`config.mk`:
```
export PLATFORM = sky130hd
export DESIGN_NAME = balanced_ternary_alu_flat
export DESIGN_NICKNAME = d
export VERILOG_FILES = /design/src/hdl/bta_pkg.sv /design/src/hdl/bta_if.sv /design/src/hdl/bta_ctrl.sv /design/src/hdl/bta_dp.sv /design/src/hdl/balanced_ternary_alu.sv /design/src/flat_wrapper.sv
export SDC_FILE = /design/constraint.sdc
export NUM_CORES = 2
export LEC_CHECK = 0
export BUFFER_PORTS_ARGS = -buffer_cell sky130_fd_sc_hd__buf_2
export CAP_MARGIN = 25
export CORE_MARGIN = 3
export CORE_UTILIZATION = 60
export DETAILED_ROUTE_END_ITERATION = 16
export PLACE_DENSITY_LB_ADDON = 0.25
export SYNTH_ARGS = -nofsm -noshare
export SYNTH_HDL_FRONTEND = slang
export SYNTH_SLANG_ARGS = --single-unit
```
`constraint.sdc`:
```
create_clock -name clk -period 13.7 [get_ports clk]
set_input_delay 0.685 -clock clk [delete_from_list [all_inputs] [get_ports clk]]
set_output_delay 0.685 -clock clk [all_outputs]
set_load 0.02 [all_outputs]
```
`src/hdl/bta_pkg.sv`:
```
// Shared types, constants and helper functions for the balanced ternary ALU.
`timescale 1ns / 1ps

package bta_pkg;

  localparam int NUM_TRITS_DEF = 64;
  localparam int WORD_W        = 64;
  localparam int REQ_W         = 3;
  // Any signed 64-bit value fits in 41 balanced trits.
  localparam int FI_TRITS      = 41;
  localparam int FI_IDX_W      = $clog2(FI_TRITS);
  localparam int VAL_W         = WORD_W + 1;

  typedef enum logic [REQ_W-1:0] {
    OP_ADD      = 3'd0,
    OP_SUB      = 3'd1,
    OP_NEG      = 3'd2,
    OP_FROM_INT = 3'd3,
    OP_TO_INT   = 3'd4
  } op_t;

  typedef logic [WORD_W-1:0] word_t;
  typedef word_t pow3_tab_t [FI_TRITS];

  typedef struct packed {
    logic load;
    logic step;
    logic publish;
  } bta_cmd_t;

  typedef struct packed {
    logic done;
  } bta_stat_t;

  function automatic pow3_tab_t pow3_table();
    pow3_tab_t tab;
    word_t     p;
    p = word_t'(1);
    for (int i = 0; i < FI_TRITS; i++) begin
      tab[i] = p;
      p      = p * word_t'(3);
    end
    return tab;
  endfunction

  function automatic pow3_tab_t half3_table();
    pow3_tab_t tab;
    pow3_tab_t pw;
    pw = pow3_table();
    for (int i = 0; i < FI_TRITS; i++) begin
      tab[i] = (pw[i] - word_t'(1)) >> 1;
    end
    return tab;
  endfunction

  // A forbidden pair reads as minus one.
  function automatic logic signed [1:0] trit_val(input logic mn, input logic pl);
    logic signed [1:0] t;
    if (mn) begin
      t = -2'sd1;
    end else if (pl) begin
      t = 2'sd1;
    end else begin
      t = 2'sd0;
    end
    return t;
  endfunction

endpackage

```
`src/hdl/bta_if.sv`:
```
// Request and result channel interfaces of the balanced ternary ALU.
`timescale 1ns / 1ps

interface bta_req_if import bta_pkg::*; ();
  logic               valid;
  logic               ready;
  logic [REQ_W-1:0]   req_type;
  word_t              a_minus;
  word_t              a_plus;
  word_t              b_minus;
  word_t              b_plus;
  logic signed [WORD_W-1:0] int_value;

  modport source (output valid, req_type, a_minus, a_plus, b_minus, b_plus, int_value,
                  input ready);
  modport sink (input valid, req_type, a_minus, a_plus, b_minus, b_plus, int_value,
                output ready);
endinterface

interface bta_res_if import bta_pkg::*; ();
  logic               valid;
  logic               ready;
  word_t              tern_minus;
  word_t              tern_plus;
  logic signed [WORD_W-1:0] int_result;
  logic               invalid_input;

  modport source (output valid, tern_minus, tern_plus, int_result, invalid_input,
                  input ready);
  modport sink (input valid, tern_minus, tern_plus, int_result, invalid_input,
                output ready);
endinterface

```
`src/hdl/bta_ctrl.sv`:
```
// Controller state machine that sequences load, trit steps and result hand-off.
`timescale 1ns / 1ps

module bta_ctrl import bta_pkg::*; (
  input  logic      clk,
  input  logic      rst_n,
  input  logic      in_valid,
  output logic      in_ready,
  output logic      out_valid,
  input  logic      out_ready,
  input  bta_stat_t stat,
  output bta_cmd_t  cmd
);

  typedef enum logic [1:0] {
    ST_IDLE = 2'b01,
    ST_RUN  = 2'b10
  } state_t;

  state_t state_r, state_nxt;
  logic   out_valid_r, out_valid_nxt;
  logic   out_free;

  assign out_free  = !out_valid_r || out_ready;
  assign in_ready  = (state_r == ST_IDLE);
  assign out_valid = out_valid_r;

  always_comb begin
    cmd           = '0;
    state_nxt     = state_r;
    out_valid_nxt = out_valid_r && !out_ready;
    unique case (state_r)
      ST_IDLE: begin
        if (in_valid) begin
          cmd.load  = 1'b1;
          state_nxt = ST_RUN;
        end
      end
      ST_RUN: begin
        if (!stat.done) begin
          cmd.step = 1'b1;
        end else if (out_free) begin
          cmd.publish   = 1'b1;
          out_valid_nxt = 1'b1;
          state_nxt     = ST_IDLE;
        end
      end
      default: begin
        state_nxt = ST_IDLE;
      end
    endcase
  end

  always_ff @(posedge clk) begin
    if (!rst_n) begin
      state_r     <= ST_IDLE;
      out_valid_r <= 1'b0;
    end else begin
      state_r     <= state_nxt;
      out_valid_r <= out_valid_nxt;
    end
  end

endmodule

```
`src/hdl/bta_dp.sv`:
```
// Datapath: operand shifters, trit adder, conversion steps and result register.
`timescale 1ns / 1ps

module bta_dp import bta_pkg::*; #(
  parameter int NUM_TRITS = NUM_TRITS_DEF
) (
  input  logic                     clk,
  input  logic                     rst_n,
  input  bta_cmd_t                 cmd,
  output bta_stat_t                stat,
  input  logic [REQ_W-1:0]         req_type,
  input  word_t                    a_minus,
  input  word_t                    a_plus,
  input  word_t                    b_minus,
  input  word_t                    b_plus,
  input  logic signed [WORD_W-1:0] int_value,
  output word_t                    tern_minus,
  output word_t                    tern_plus,
  output logic signed [WORD_W-1:0] int_result,
  output logic                     invalid_input
);

  localparam int STEP_MAX = (NUM_TRITS > FI_TRITS) ? NUM_TRITS : FI_TRITS;
  localparam int CNT_W    = $clog2(STEP_MAX + 1);
  localparam pow3_tab_t POW3  = pow3_table();
  localparam pow3_tab_t HALF3 = half3_table();

  logic [REQ_W-1:0]        op_r, op_nxt;
  logic [CNT_W-1:0]        cnt_r, cnt_nxt;
  logic [NUM_TRITS-1:0]    am_r, am_nxt, ap_r, ap_nxt;
  logic [NUM_TRITS-1:0]    bm_r, bm_nxt, bp_r, bp_nxt;
  logic [NUM_TRITS-1:0]    rm_r, rm_nxt, rp_r, rp_nxt;
  logic signed [1:0]       carry_r, carry_nxt;
  logic signed [VAL_W-1:0] val_r, val_nxt;
  logic                    flag_r, flag_nxt;
  word_t                   tern_minus_r, tern_plus_r;
  logic signed [WORD_W-1:0] int_result_r;
  logic                    invalid_r;

  logic                    bad_a, bad_b;
  logic signed [1:0]       ta, tb, tt;
  logic signed [2:0]       sum, digit;
  logic [FI_IDX_W-1:0]     kidx;
  logic signed [VAL_W-1:0] pk, hk;
  word_t                   acc, acc_nxt, t_ext;

  assign bad_a = |(a_minus[NUM_TRITS-1:0] & a_plus[NUM_TRITS-1:0]);
  assign bad_b = |(b_minus[NUM_TRITS-1:0] & b_plus[NUM_TRITS-1:0]);

  // Trit adder on the low end of the operand shifters.
  assign ta  = trit_val(am_r[0], ap_r[0]);
  assign tb  = trit_val(bm_r[0], bp_r[0]);
  assign sum = 3'(ta) + 3'(tb) + 3'(carry_r);

  // Greedy conversion from the top power of three downward.
  assign kidx = FI_IDX_W'(cnt_r - 1'b1);
  assign pk   = $signed({1'b0, POW3[kidx]});
  assign hk   = $signed({1'b0, HALF3[kidx]});

  // Horner evaluation from the top trit of a.
  assign tt      = trit_val(am_r[NUM_TRITS-1], ap_r[NUM_TRITS-1]);
  assign acc     = val_r[WORD_W-1:0];
  assign t_ext   = {{(WORD_W-2){tt[1]}}, tt};
  assign acc_nxt = {acc[WORD_W-2:0], 1'b0} + acc + t_ext;

  assign stat.done = (cnt_r == '0);

  always_comb begin
    op_nxt    = op_r;
    cnt_nxt   = cnt_r;
    am_nxt    = am_r;
    ap_nxt    = ap_r;
    bm_nxt    = bm_r;
    bp_nxt    = bp_r;
    rm_nxt    = rm_r;
    rp_nxt    = rp_r;
    carry_nxt = carry_r;
    val_nxt   = val_r;
    flag_nxt  = flag_r;
    digit     = sum;
    if (cmd.load) begin
      op_nxt    = req_type;
      am_nxt    = a_minus[NUM_TRITS-1:0];
      ap_nxt    = a_plus[NUM_TRITS-1:0];
      bm_nxt    = b_minus[NUM_TRITS-1:0];
      bp_nxt    = b_plus[NUM_TRITS-1:0];
      rm_nxt    = '0;
      rp_nxt    = '0;
      carry_nxt = 2'sd0;
      val_nxt   = '0;
      flag_nxt  = 1'b0;
      cnt_nxt   = '0;
      unique case (req_type) inside
        OP_ADD: begin
          cnt_nxt  = CNT_W'(NUM_TRITS);
          flag_nxt = bad_a || bad_b;
        end
        OP_SUB: begin
          bm_nxt   = b_plus[NUM_TRITS-1:0];
          bp_nxt   = b_minus[NUM_TRITS-1:0];
          cnt_nxt  = CNT_W'(NUM_TRITS);
          flag_nxt = bad_a || bad_b;
        end
        OP_NEG: begin
          rm_nxt   = a_plus[NUM_TRITS-1:0];
          rp_nxt   = a_minus[NUM_TRITS-1:0];
          flag_nxt = bad_a;
        end
        OP_FROM_INT: begin
          val_nxt = {int_value[WORD_W-1], int_value};
          cnt_nxt = CNT_W'(FI_TRITS);
        end
        OP_TO_INT: begin
          cnt_nxt  = CNT_W'(NUM_TRITS);
          flag_nxt = bad_a;
        end
        default: begin
          cnt_nxt = '0;
        end
      endcase
    end else if (cmd.step) begin
      cnt_nxt = cnt_r - 1'b1;
      case (op_r) inside
        OP_ADD, OP_SUB: begin
          if (sum > 3'sd1) begin
            digit     = sum - 3'sd3;
            carry_nxt = 2'sd1;
          end else if (sum < -3'sd1) begin
            digit     = sum + 3'sd3;
            carry_nxt = -2'sd1;
          end else begin
            carry_nxt = 2'sd0;
          end
          am_nxt = am_r >> 1;
          ap_nxt = ap_r >> 1;
          bm_nxt = bm_r >> 1;
          bp_nxt = bp_r >> 1;
          rm_nxt = {digit < 3'sd0, rm_r[NUM_TRITS-1:1]};
          rp_nxt = {digit > 3'sd0, rp_r[NUM_TRITS-1:1]};
        end
        OP_FROM_INT: begin
          if (val_r > hk) begin
            val_nxt = val_r - pk;
            rm_nxt  = {rm_r[NUM_TRITS-2:0], 1'b0};
            rp_nxt  = {rp_r[NUM_TRITS-2:0], 1'b1};
          end else if (val_r < -hk) begin
            val_nxt = val_r + pk;
            rm_nxt  = {rm_r[NUM_TRITS-2:0], 1'b1};
            rp_nxt  = {rp_r[NUM_TRITS-2:0], 1'b0};
          end else begin
            rm_nxt  = {rm_r[NUM_TRITS-2:0], 1'b0};
            rp_nxt  = {rp_r[NUM_TRITS-2:0], 1'b0};
          end
        end
        OP_TO_INT: begin
          val_nxt = {1'b0, acc_nxt};
          am_nxt  = am_r << 1;
          ap_nxt  = ap_r << 1;
        end
        default: begin
          cnt_nxt = '0;
        end
      endcase
    end
  end

  always_ff @(posedge clk) begin
    if (!rst_n) begin
      cnt_r <= '0;
      op_r  <= '0;
    end else begin
      cnt_r <= cnt_nxt;
      op_r  <= op_nxt;
    end
  end

  always_ff @(posedge clk) begin
    am_r    <= am_nxt;
    ap_r    <= ap_nxt;
    bm_r    <= bm_nxt;
    bp_r    <= bp_nxt;
    rm_r    <= rm_nxt;
    rp_r    <= rp_nxt;
    carry_r <= carry_nxt;
    val_r   <= val_nxt;
    flag_r  <= flag_nxt;
    if (cmd.publish) begin
      tern_minus_r <= WORD_W'(rm_r);
      tern_plus_r  <= WORD_W'(rp_r);
      int_result_r <= (op_r == OP_TO_INT) ? val_r[WORD_W-1:0] : '0;
      invalid_r    <= flag_r;
    end
  end

  assign tern_minus    = tern_minus_r;
  assign tern_plus     = tern_plus_r;
  assign int_result    = int_result_r;
  assign invalid_input = invalid_r;

endmodule

```
`src/hdl/balanced_ternary_alu.sv`:
```
// Top level of the balanced ternary ALU: controller, datapath and channel hookup.
//
// The ALU takes one item at a time and returns one result item for it. Add,
// subtract and to-integer run one trit per cycle through a serial trit adder or
// a Horner accumulator. From-integer steps down a table of 41 powers of three
// with one compare and add per cycle. Negate and unknown request codes run no
// trit steps. The result sits in an output register, so the next item is
// accepted while an earlier result waits.
`timescale 1ns / 1ps

module balanced_ternary_alu import bta_pkg::*; #(
  parameter int NUM_TRITS = NUM_TRITS_DEF
) (
  input logic       clk,
  input logic       rst_n,
  bta_req_if.sink   in_req,
  bta_res_if.source out_res
);

  bta_cmd_t  cmd;
  bta_stat_t stat;

  bta_ctrl u_ctrl (
    .clk       (clk),
    .rst_n     (rst_n),
    .in_valid  (in_req.valid),
    .in_ready  (in_req.ready),
    .out_valid (out_res.valid),
    .out_ready (out_res.ready),
    .stat      (stat),
    .cmd       (cmd)
  );

  bta_dp #(
    .NUM_TRITS (NUM_TRITS)
  ) u_dp (
    .clk           (clk),
    .rst_n         (rst_n),
    .cmd           (cmd),
    .stat          (stat),
    .req_type      (in_req.req_type),
    .a_minus       (in_req.a_minus),
    .a_plus        (in_req.a_plus),
    .b_minus       (in_req.b_minus),
    .b_plus        (in_req.b_plus),
    .int_value     (in_req.int_value),
    .tern_minus    (out_res.tern_minus),
    .tern_plus     (out_res.tern_plus),
    .int_result    (out_res.int_result),
    .invalid_input (out_res.invalid_input)
  );

endmodule

```
`src/flat_wrapper.sv`:
```
// flat-port wrapper written by rule: the top's interface ports become plain ports
module balanced_ternary_alu_flat import bta_pkg::*;
#(
  parameter int NUM_TRITS = NUM_TRITS_DEF
)
  (clk, rst_n, in_req_valid, in_req_req_type, in_req_a_minus, in_req_a_plus, in_req_b_minus, in_req_b_plus, in_req_int_value, in_req_ready, out_res_valid, out_res_tern_minus, out_res_tern_plus, out_res_int_result, out_res_invalid_input, out_res_ready);
  bta_req_if in_req_i ();
  bta_res_if out_res_i ();
  input logic clk;
  input logic rst_n;
  input wire logic [$bits(in_req_i.valid)-1:0] in_req_valid;
  input wire logic [$bits(in_req_i.req_type)-1:0] in_req_req_type;
  input wire logic [$bits(in_req_i.a_minus)-1:0] in_req_a_minus;
  input wire logic [$bits(in_req_i.a_plus)-1:0] in_req_a_plus;
  input wire logic [$bits(in_req_i.b_minus)-1:0] in_req_b_minus;
  input wire logic [$bits(in_req_i.b_plus)-1:0] in_req_b_plus;
  input wire logic [$bits(in_req_i.int_value)-1:0] in_req_int_value;
  output wire logic [$bits(in_req_i.ready)-1:0] in_req_ready;
  output wire logic [$bits(out_res_i.valid)-1:0] out_res_valid;
  output wire logic [$bits(out_res_i.tern_minus)-1:0] out_res_tern_minus;
  output wire logic [$bits(out_res_i.tern_plus)-1:0] out_res_tern_plus;
  output wire logic [$bits(out_res_i.int_result)-1:0] out_res_int_result;
  output wire logic [$bits(out_res_i.invalid_input)-1:0] out_res_invalid_input;
  input wire logic [$bits(out_res_i.ready)-1:0] out_res_ready;
  assign in_req_i.valid = in_req_valid;
  assign in_req_i.req_type = in_req_req_type;
  assign in_req_i.a_minus = in_req_a_minus;
  assign in_req_i.a_plus = in_req_a_plus;
  assign in_req_i.b_minus = in_req_b_minus;
  assign in_req_i.b_plus = in_req_b_plus;
  assign in_req_i.int_value = in_req_int_value;
  assign in_req_ready = in_req_i.ready;
  assign out_res_valid = out_res_i.valid;
  assign out_res_tern_minus = out_res_i.tern_minus;
  assign out_res_tern_plus = out_res_i.tern_plus;
  assign out_res_int_result = out_res_i.int_result;
  assign out_res_invalid_input = out_res_i.invalid_input;
  assign out_res_i.ready = out_res_ready;
  balanced_ternary_alu #(.NUM_TRITS(NUM_TRITS)) u_core (.clk(clk), .rst_n(rst_n), .in_req(in_req_i), .out_res(out_res_i));
endmodule
```
### Word level (Yosys, flattened, before mapping)

Memory sizes are Yosys's and may differ from the RTL's.
Index checks and enable logic that the tools add are counted.

| word-level totals | value |
|---|---|
| logic and storage cells | 155 |
| output and inout bits | 195 |
| bits in read-only memories | 8192 |
| register bits after elaboration | 658 |
| input bits | 327 |
| memories kept | 2 |

Memories:

| memory | words | width | rd ports | clocked after memory_dff | wr ports | RTL line | RTL |
|---|---|---|---|---|---|---|---|
| (name not given) | 64 | 64 | 1 | 0 | 0 | bta_dp.sv:58 | `assign hk = $signed({1'b0, HALF3[kidx]});` |
| (name not given) | 64 | 64 | 1 | 0 | 0 | bta_dp.sv:57 | `assign pk = $signed({1'b0, POW3[kidx]});` |

| operators by class | value |
|---|---|
| bitwise logic cells | 3 |
| reductions and logical operators | 25 |
| muxes and demuxes | 76 |
| $add $sub $neg | 10 |
| equality and inequality tests | 15 |
| order comparisons | 7 |

Operators by type and width:

| operator | count |
|---|---|
| 2-to-1 mux 64 bit | 32 |
| 2-to-1 mux 65 bit | 8 |
| adder 64 bit | 2 |
| AND 64 bit | 2 |
| OR reduction 64 bit | 2 |
| adder 65 bit | 1 |
| > comparator 65 bit | 1 |
| < comparator 65 bit | 1 |
| negation 64 -> 65 bit | 1 |
| subtractor 65 bit | 1 |
| 2-to-1 mux 7 bit | 5 |
| 2-to-1 mux 2 bit | 9 |
| 2-to-1 mux 3 bit | 5 |
| 2-to-1 mux 1 bit | 14 |
| one-hot mux 7 bit (2 select lines) | 1 |
| == test 3 x 2 -> 1 bit, second input constant | 3 |
| nonzero test 3 bit | 3 |
| greater-or-equal comparator 7 bit, second input constant | 1 |
| logical NOT 7 bit | 1 |
| NOT 6 -> 7 bit | 1 |
| subtractor 7 x 1 -> 7 bit, second input constant | 1 |
| == test 3 x 1 -> 1 bit, second input constant | 2 |
| == test 3 bit, second input constant | 2 |
| logical NOT 3 bit | 2 |
| other kinds (24) | 35 |

### Longest topological paths before layout

| depth | value |
|---|---|
| depth after elaboration | 14 |
| gate-level depth with buffers | 42 |
| gate-level depth less buffers | 35 |

### Hierarchy

A second synthesis with hierarchy kept.

| unflattened totals | value |
|---|---|
| cells, all modules | 4420 |
| area, all modules | 44830.5 sq um |

By module, submodules not included:

| module | instances | cells each | area an instance (sq um) | sequential area each (sq um) |
|---|---|---|---|---|
| bta_dp | 1 | 4406 | 44692.9 | 19548.7 |
| bta_ctrl | 1 | 14 | 137.6 | 60.1 |

### Worst setup path before layout

No wires, ideal clock.

| timing path | value |
|---|---|
| path type | register to register |
| start | reg u_core.u_dp.cnt_r[2] |
| end | reg u_core.u_dp.int_result_r[0] (netlist: u_core.u_dp.int_result[0]) (enable) |
| setup time | 0.811 ns |
| clock period less this slack | 11.265 ns |
| data required time | 12.889 ns |
| path slack | 2.435 ns |
| buffers on the path | 0 |
| arrival | 10.455 ns |
| stages on the path, launching flop included | 5 |
| cell sequence | dfxtp_1 or3_4 nor3_1 nand3_1 a21oi_1 |

RTL lines:

| what | RTL line | RTL |
|---|---|---|
| from (decl) | bta_dp.sv:29 | `logic [CNT_W-1:0] cnt_r, cnt_nxt;` |
| from (signal assigned) | bta_dp.sv:172 | `cnt_r <= cnt_nxt;` |
| to (signal assigned) | bta_dp.sv:190 | `int_result_r <= (op_r == OP_TO_INT) ? val_r[WORD_W-1:0] : '0;` |
| to (decl) | bta_dp.sv:37 | `logic signed [WORD_W-1:0] int_result_r;` |

### Worst setup path after layout

| timing path | value |
|---|---|
| start | reg u_core.u_dp.cnt_r[0] |
| end | reg u_core.u_dp.val_r[64], data pin |

| between the ends | value |
|---|---|
| cells in the longest elaborated chain, start to end | 12 |
| elaborated cells on any way between the ends | 17 |
| classes of those cells | 3 x add/sub; 1 x order compare; 10 x mux; 1 x bitwise; 2 x memory |

Ends and longest elaborated chain:

| what | RTL line | RTL |
|---|---|---|
| subtractor 7 x 1 -> 7 bit (*) | n/a |  |
| NOT 6 -> 7 bit (implied by the code) (*) | bta_dp.sv:57, bta_dp.sv:58 |  |
| memory read (64 x 64 bit) | n/a |  |
| 2-to-1 mux 64 bit (implied by the code) (2 in a row) | bta_dp.sv:57 |  |
| adder 65 bit | bta_dp.sv:147 | `val_nxt = val_r + pk;` |
| 2-to-1 mux 65 bit | bta_dp.sv:146 | `end else if (val_r < -hk) begin` |
| 2-to-1 mux 65 bit (*) | bta_dp.sv:142 | `if (val_r > hk) begin` |
| 2-to-1 mux 65 bit (*) (2 in a row) | bta_dp.sv:123 | `case (op_r) inside` |
| 2-to-1 mux 65 bit (*) | bta_dp.sv:121 | `end else if (cmd.step) begin` |
| 2-to-1 mux 65 bit (*) | bta_dp.sv:81 | `if (cmd.load) begin` |
| named net u_core.u_dp.val_nxt[64] | bta_dp.sv:34 | `logic signed [VAL_W-1:0] val_r, val_nxt;` |
| to (signal assigned) | bta_dp.sv:185 | `val_r <= val_nxt;` |
| to (decl) | bta_dp.sv:34 |  |

The timed path passes the listed nets; every way through them passes the cells marked *. The select of a mux whose other input is x is not followed.
A chain may end at the register's enable or synchronous reset.

==> flow_summary_export.csv <==
group,metric,value,unit
place,pre_cts_slack,3.17,ns
finish,layout_commonest_cell,"edfxtp_1",
route,via_per_inst,6.49,
sta,hold_violations,0,
yosys,synth_top_area_share,44.1,%
critical_path,critPathKind,"flip-flop to flip-flop",
pwr,combPwrFrac,45.1,%
yosys,avgSynthCellArea,9.88,um2
cts,post_cts_resized,0,
finish,drive_above_1_share,14.9,%
global_route,grt_max_degree,238,
yosys,yosys-top-cells-area,"edfxtp_1 (44%), ha_1 (7.5%), mux2i_1 (5.8%), nand2_1 (5.4%), a21oi_1 (4.0%)",
finish,fillers,5534,
sta,holdWs,0.321,ns
pwr,p_leak,19.5,nW
cts,cts_buffer_depth,3,
floorplanning,dieArea,76200,um2
floorplanning,row_count,98,
sta,finalCritPeriodShare,80.0,%
critical_path,path_max_fanout,40,
global_route,overflow,0,
status,outcome,"finished, final reports clean",
pwr,finalPower,8.83,mW
route,finalWirelength,138000,um
finish,utilization,69.1,%
route,drtAntennaViolNets,0,
route,initialDrtViolationCount,5200,
sta,rsz0062_at_grt,"no",
finish,layout_common_cells,"edfxtp_1 (643), nand2_1 (631), buf_2 (521)",
min_path,min_path_type,"input port to flip-flop",
floorplanning,die_w,276,um
sta,slew_headroom,28.9,%
place,routabilityCongestion,0.959,
cts,insertion_delay,0.64,ns
critical_path,arrival,11.31,ns
critical_path,cp-start-kind,"flip-flop",
critical_path,worst_path_most_repeated_cell,"ha_1",
global_route,grt_pass1_vias,34786,
floorplanning,die_height,276,um
sta,max_freq,0.0913,GHz
floorplanning,core_area,71900,um2
floorplanning,io_pins,522,
pwr,p_int,5.36,mW
finish,multi_input_area,22900,um2
sta,drv_slew,0,
finish,stdcell_area,49700,um2
yosys,yosys.area.top_type,"edfxtp_1",
yosys,ys_ff_latch,658,
finish,stdcell_count,5830,
route,drt_drc_violations_left,0,
pwr,ir_worst_vdd,0.000114,V
place,dp.cells,5683,
yosys,syn_nets,5085,
global_route,antenna_found_initial,13,
sta,min_period,10.96,ns
yosys,synth_ff_type,"edfxtp_1",
cts,cts_max_level,3,
global_route,track_usage,34.8,%
yosys,synth_cell_type_count,88,
place,io_buffers,521,
route,vias,37814,
cts,clk_pin_slew_worst_paths,0.06,ns
route,wire_per_inst,23.8,um
job,cap_violations,0,
place,detailed_place_hpwl,101000,um
sta,clock_skew,0.0248,ns
critical_path,required,14.05,ns
cts,post-cts-setup-buffer-count,0,
pwr,p_per_area,178,nW/um2
sta,finalSetupViolCount,0,
sta,finalSetupTns,0,ns
yosys,synth_edf_count,643,
place,placed_area,47000,um2
pwr,p_clk_share,23.8,%
route,drtPass1Iterations,6,
cts,cts_buffers,73,
cts,cts_hold_buf,0,
yosys,synth_area,43700,um2
global_route,grt_pass1_wl,205000,um
cts,cts-root-buf,"clkbuf_16",
cts,cts_tree,"yes",
critical_path,cp-end-kind,"flip-flop",
pwr,seqPwrFrac,31.1,%
yosys,yosys_warnings,0,
cts,cts.sinks,658,
critical_path,crit_path_top_delay_cell,"dfxtp_1",
yosys,async_flop_share,0,%
finish,num-nets-final,5467,
pwr,switchingPower,3.47,mW
yosys,netlist_instances,4429,
yosys,synth-seq-area-share,44.8,%
sta,worstMarginPinSlew,1.07,ns
finish,area_growth,13.5,%
finish,regArea,19600,um2
sta,layout_setup_ws,2.74,ns
critical_path,worst_path_largest_cell_delay,0.84,ns
floorplanning,start_util,60.9,%
pwr,switching_share,39.3,%
-- cells in the mapped netlist (52+ instances only) --
master / instances
a21o_1: 98
nand4_1: 57
a21oi_1: 353
edfxtp_1: 643
and2_1: 77
ha_1: 262
fa_1: 67
nor2_1: 403
a31oi_1: 154
inv_1: 69
nand3_1: 52
xnor2_1: 128
mux2i_1: 255
clkbuf_1: 221
xor2_1: 62
o21ai_0: 307
nor3_1: 52
nand2_1: 632
-- area by class of cell --
type                    count  share of cell area [%]
clock inverters            47                    1.25
inverters                  70                   0.544
diodes                     10                  0.0504
multi-input cells        3433                    46.2
well taps                 950                    2.39
repair buffers            575                    6.22
flip-flops and latches    658                    39.5
clock buffers              87                    3.85
-- power groups by stage --
| stage | clock [mW] | combinational [mW] | sequential (mW) |
|---|---|---|---|
| detailed placement | 0 | 3.86 | 2.78 |
| global route | 2.18 | 4.38 | 2.76 |
| CTS | 2.11 | 3.90 | 2.74 |
| finish | 2.10 | 3.98 | 2.75 |
| floorplan | 0 | 2.92 | 2.73 |
| global placement | 0 | 3.81 | 2.77 |
-- sequential cells by signal (all words and copies together), names as in the netlist, 3 cells and up --
signal,cells
u_core.u_dp.am_r,64
u_core.u_dp.ap_r,64
u_core.u_dp.bm_r,64
u_core.u_dp.bp_r,64
u_core.u_dp.cnt_r,7
u_core.u_dp.int_result,64
u_core.u_dp.op_r,3
u_core.u_dp.rm_r,64
u_core.u_dp.rp_r,64
u_core.u_dp.tern_minus,64
u_core.u_dp.tern_plus,64
u_core.u_dp.val_r,65
-- path summary, 6_finish.rpt --
path | depth (start not counted) | end | startpoint | slack, ns
worst max-delay path | 37 | u_core.u_dp.val_r[64]$_DFFE_PP_ | u_core.u_dp.cnt_r[0]$_SDFFE_PN0P_ | 2.74
worst min-delay path | 3 | u_core.u_dp.val_r[21]$_DFFE_PP_ | in_req_int_value[21] | 0.32
worst max register to register | 37 | u_core.u_dp.val_r[64]$_DFFE_PP_ | u_core.u_dp.cnt_r[0]$_SDFFE_PN0P_ | 2.74
worst min register to register | 0 | u_core.u_dp.invalid_input$_DFFE_PP_ | u_core.u_dp.flag_r$_DFFE_PP_ | 0.44
-- layer usage --
metal	vias to the layer above	wire length, um	GRT usage (%)
met4	12	5140	12.1
met3	322	14300	7.56
li1	17160	-	-
met1	18151	56200	49.6
met2	2169	62700	52.9
met5	-	81	0
-- kinds of logic after synthesis --
kind of cell             after synthesis  synth area share, %
flip-flops                           658                 44.8
multiplexers                         256                 5.86
buffers and inverters                338                 2.94
adder cells (fa/ha/maj)              342                 10.9
XOR/XNOR                             191                 3.87
AND/OR/NAND/NOR                     1411                 14.1
AO/OA/AOI/OAI                       1233                 17.5
-- critical path, delay by kind of cell, from the launching register on --
family	cells	cell delay, ns
AOI/OAI and AO/OA	14	3.25
and+or+nand+nor	10	2.12
buffers and inverters	6	2.07
adders and majority gates	5	2.01
DFF	1	0.84
xor gates and xnor gates	2	0.33
(Power assumes the default switching activity.)
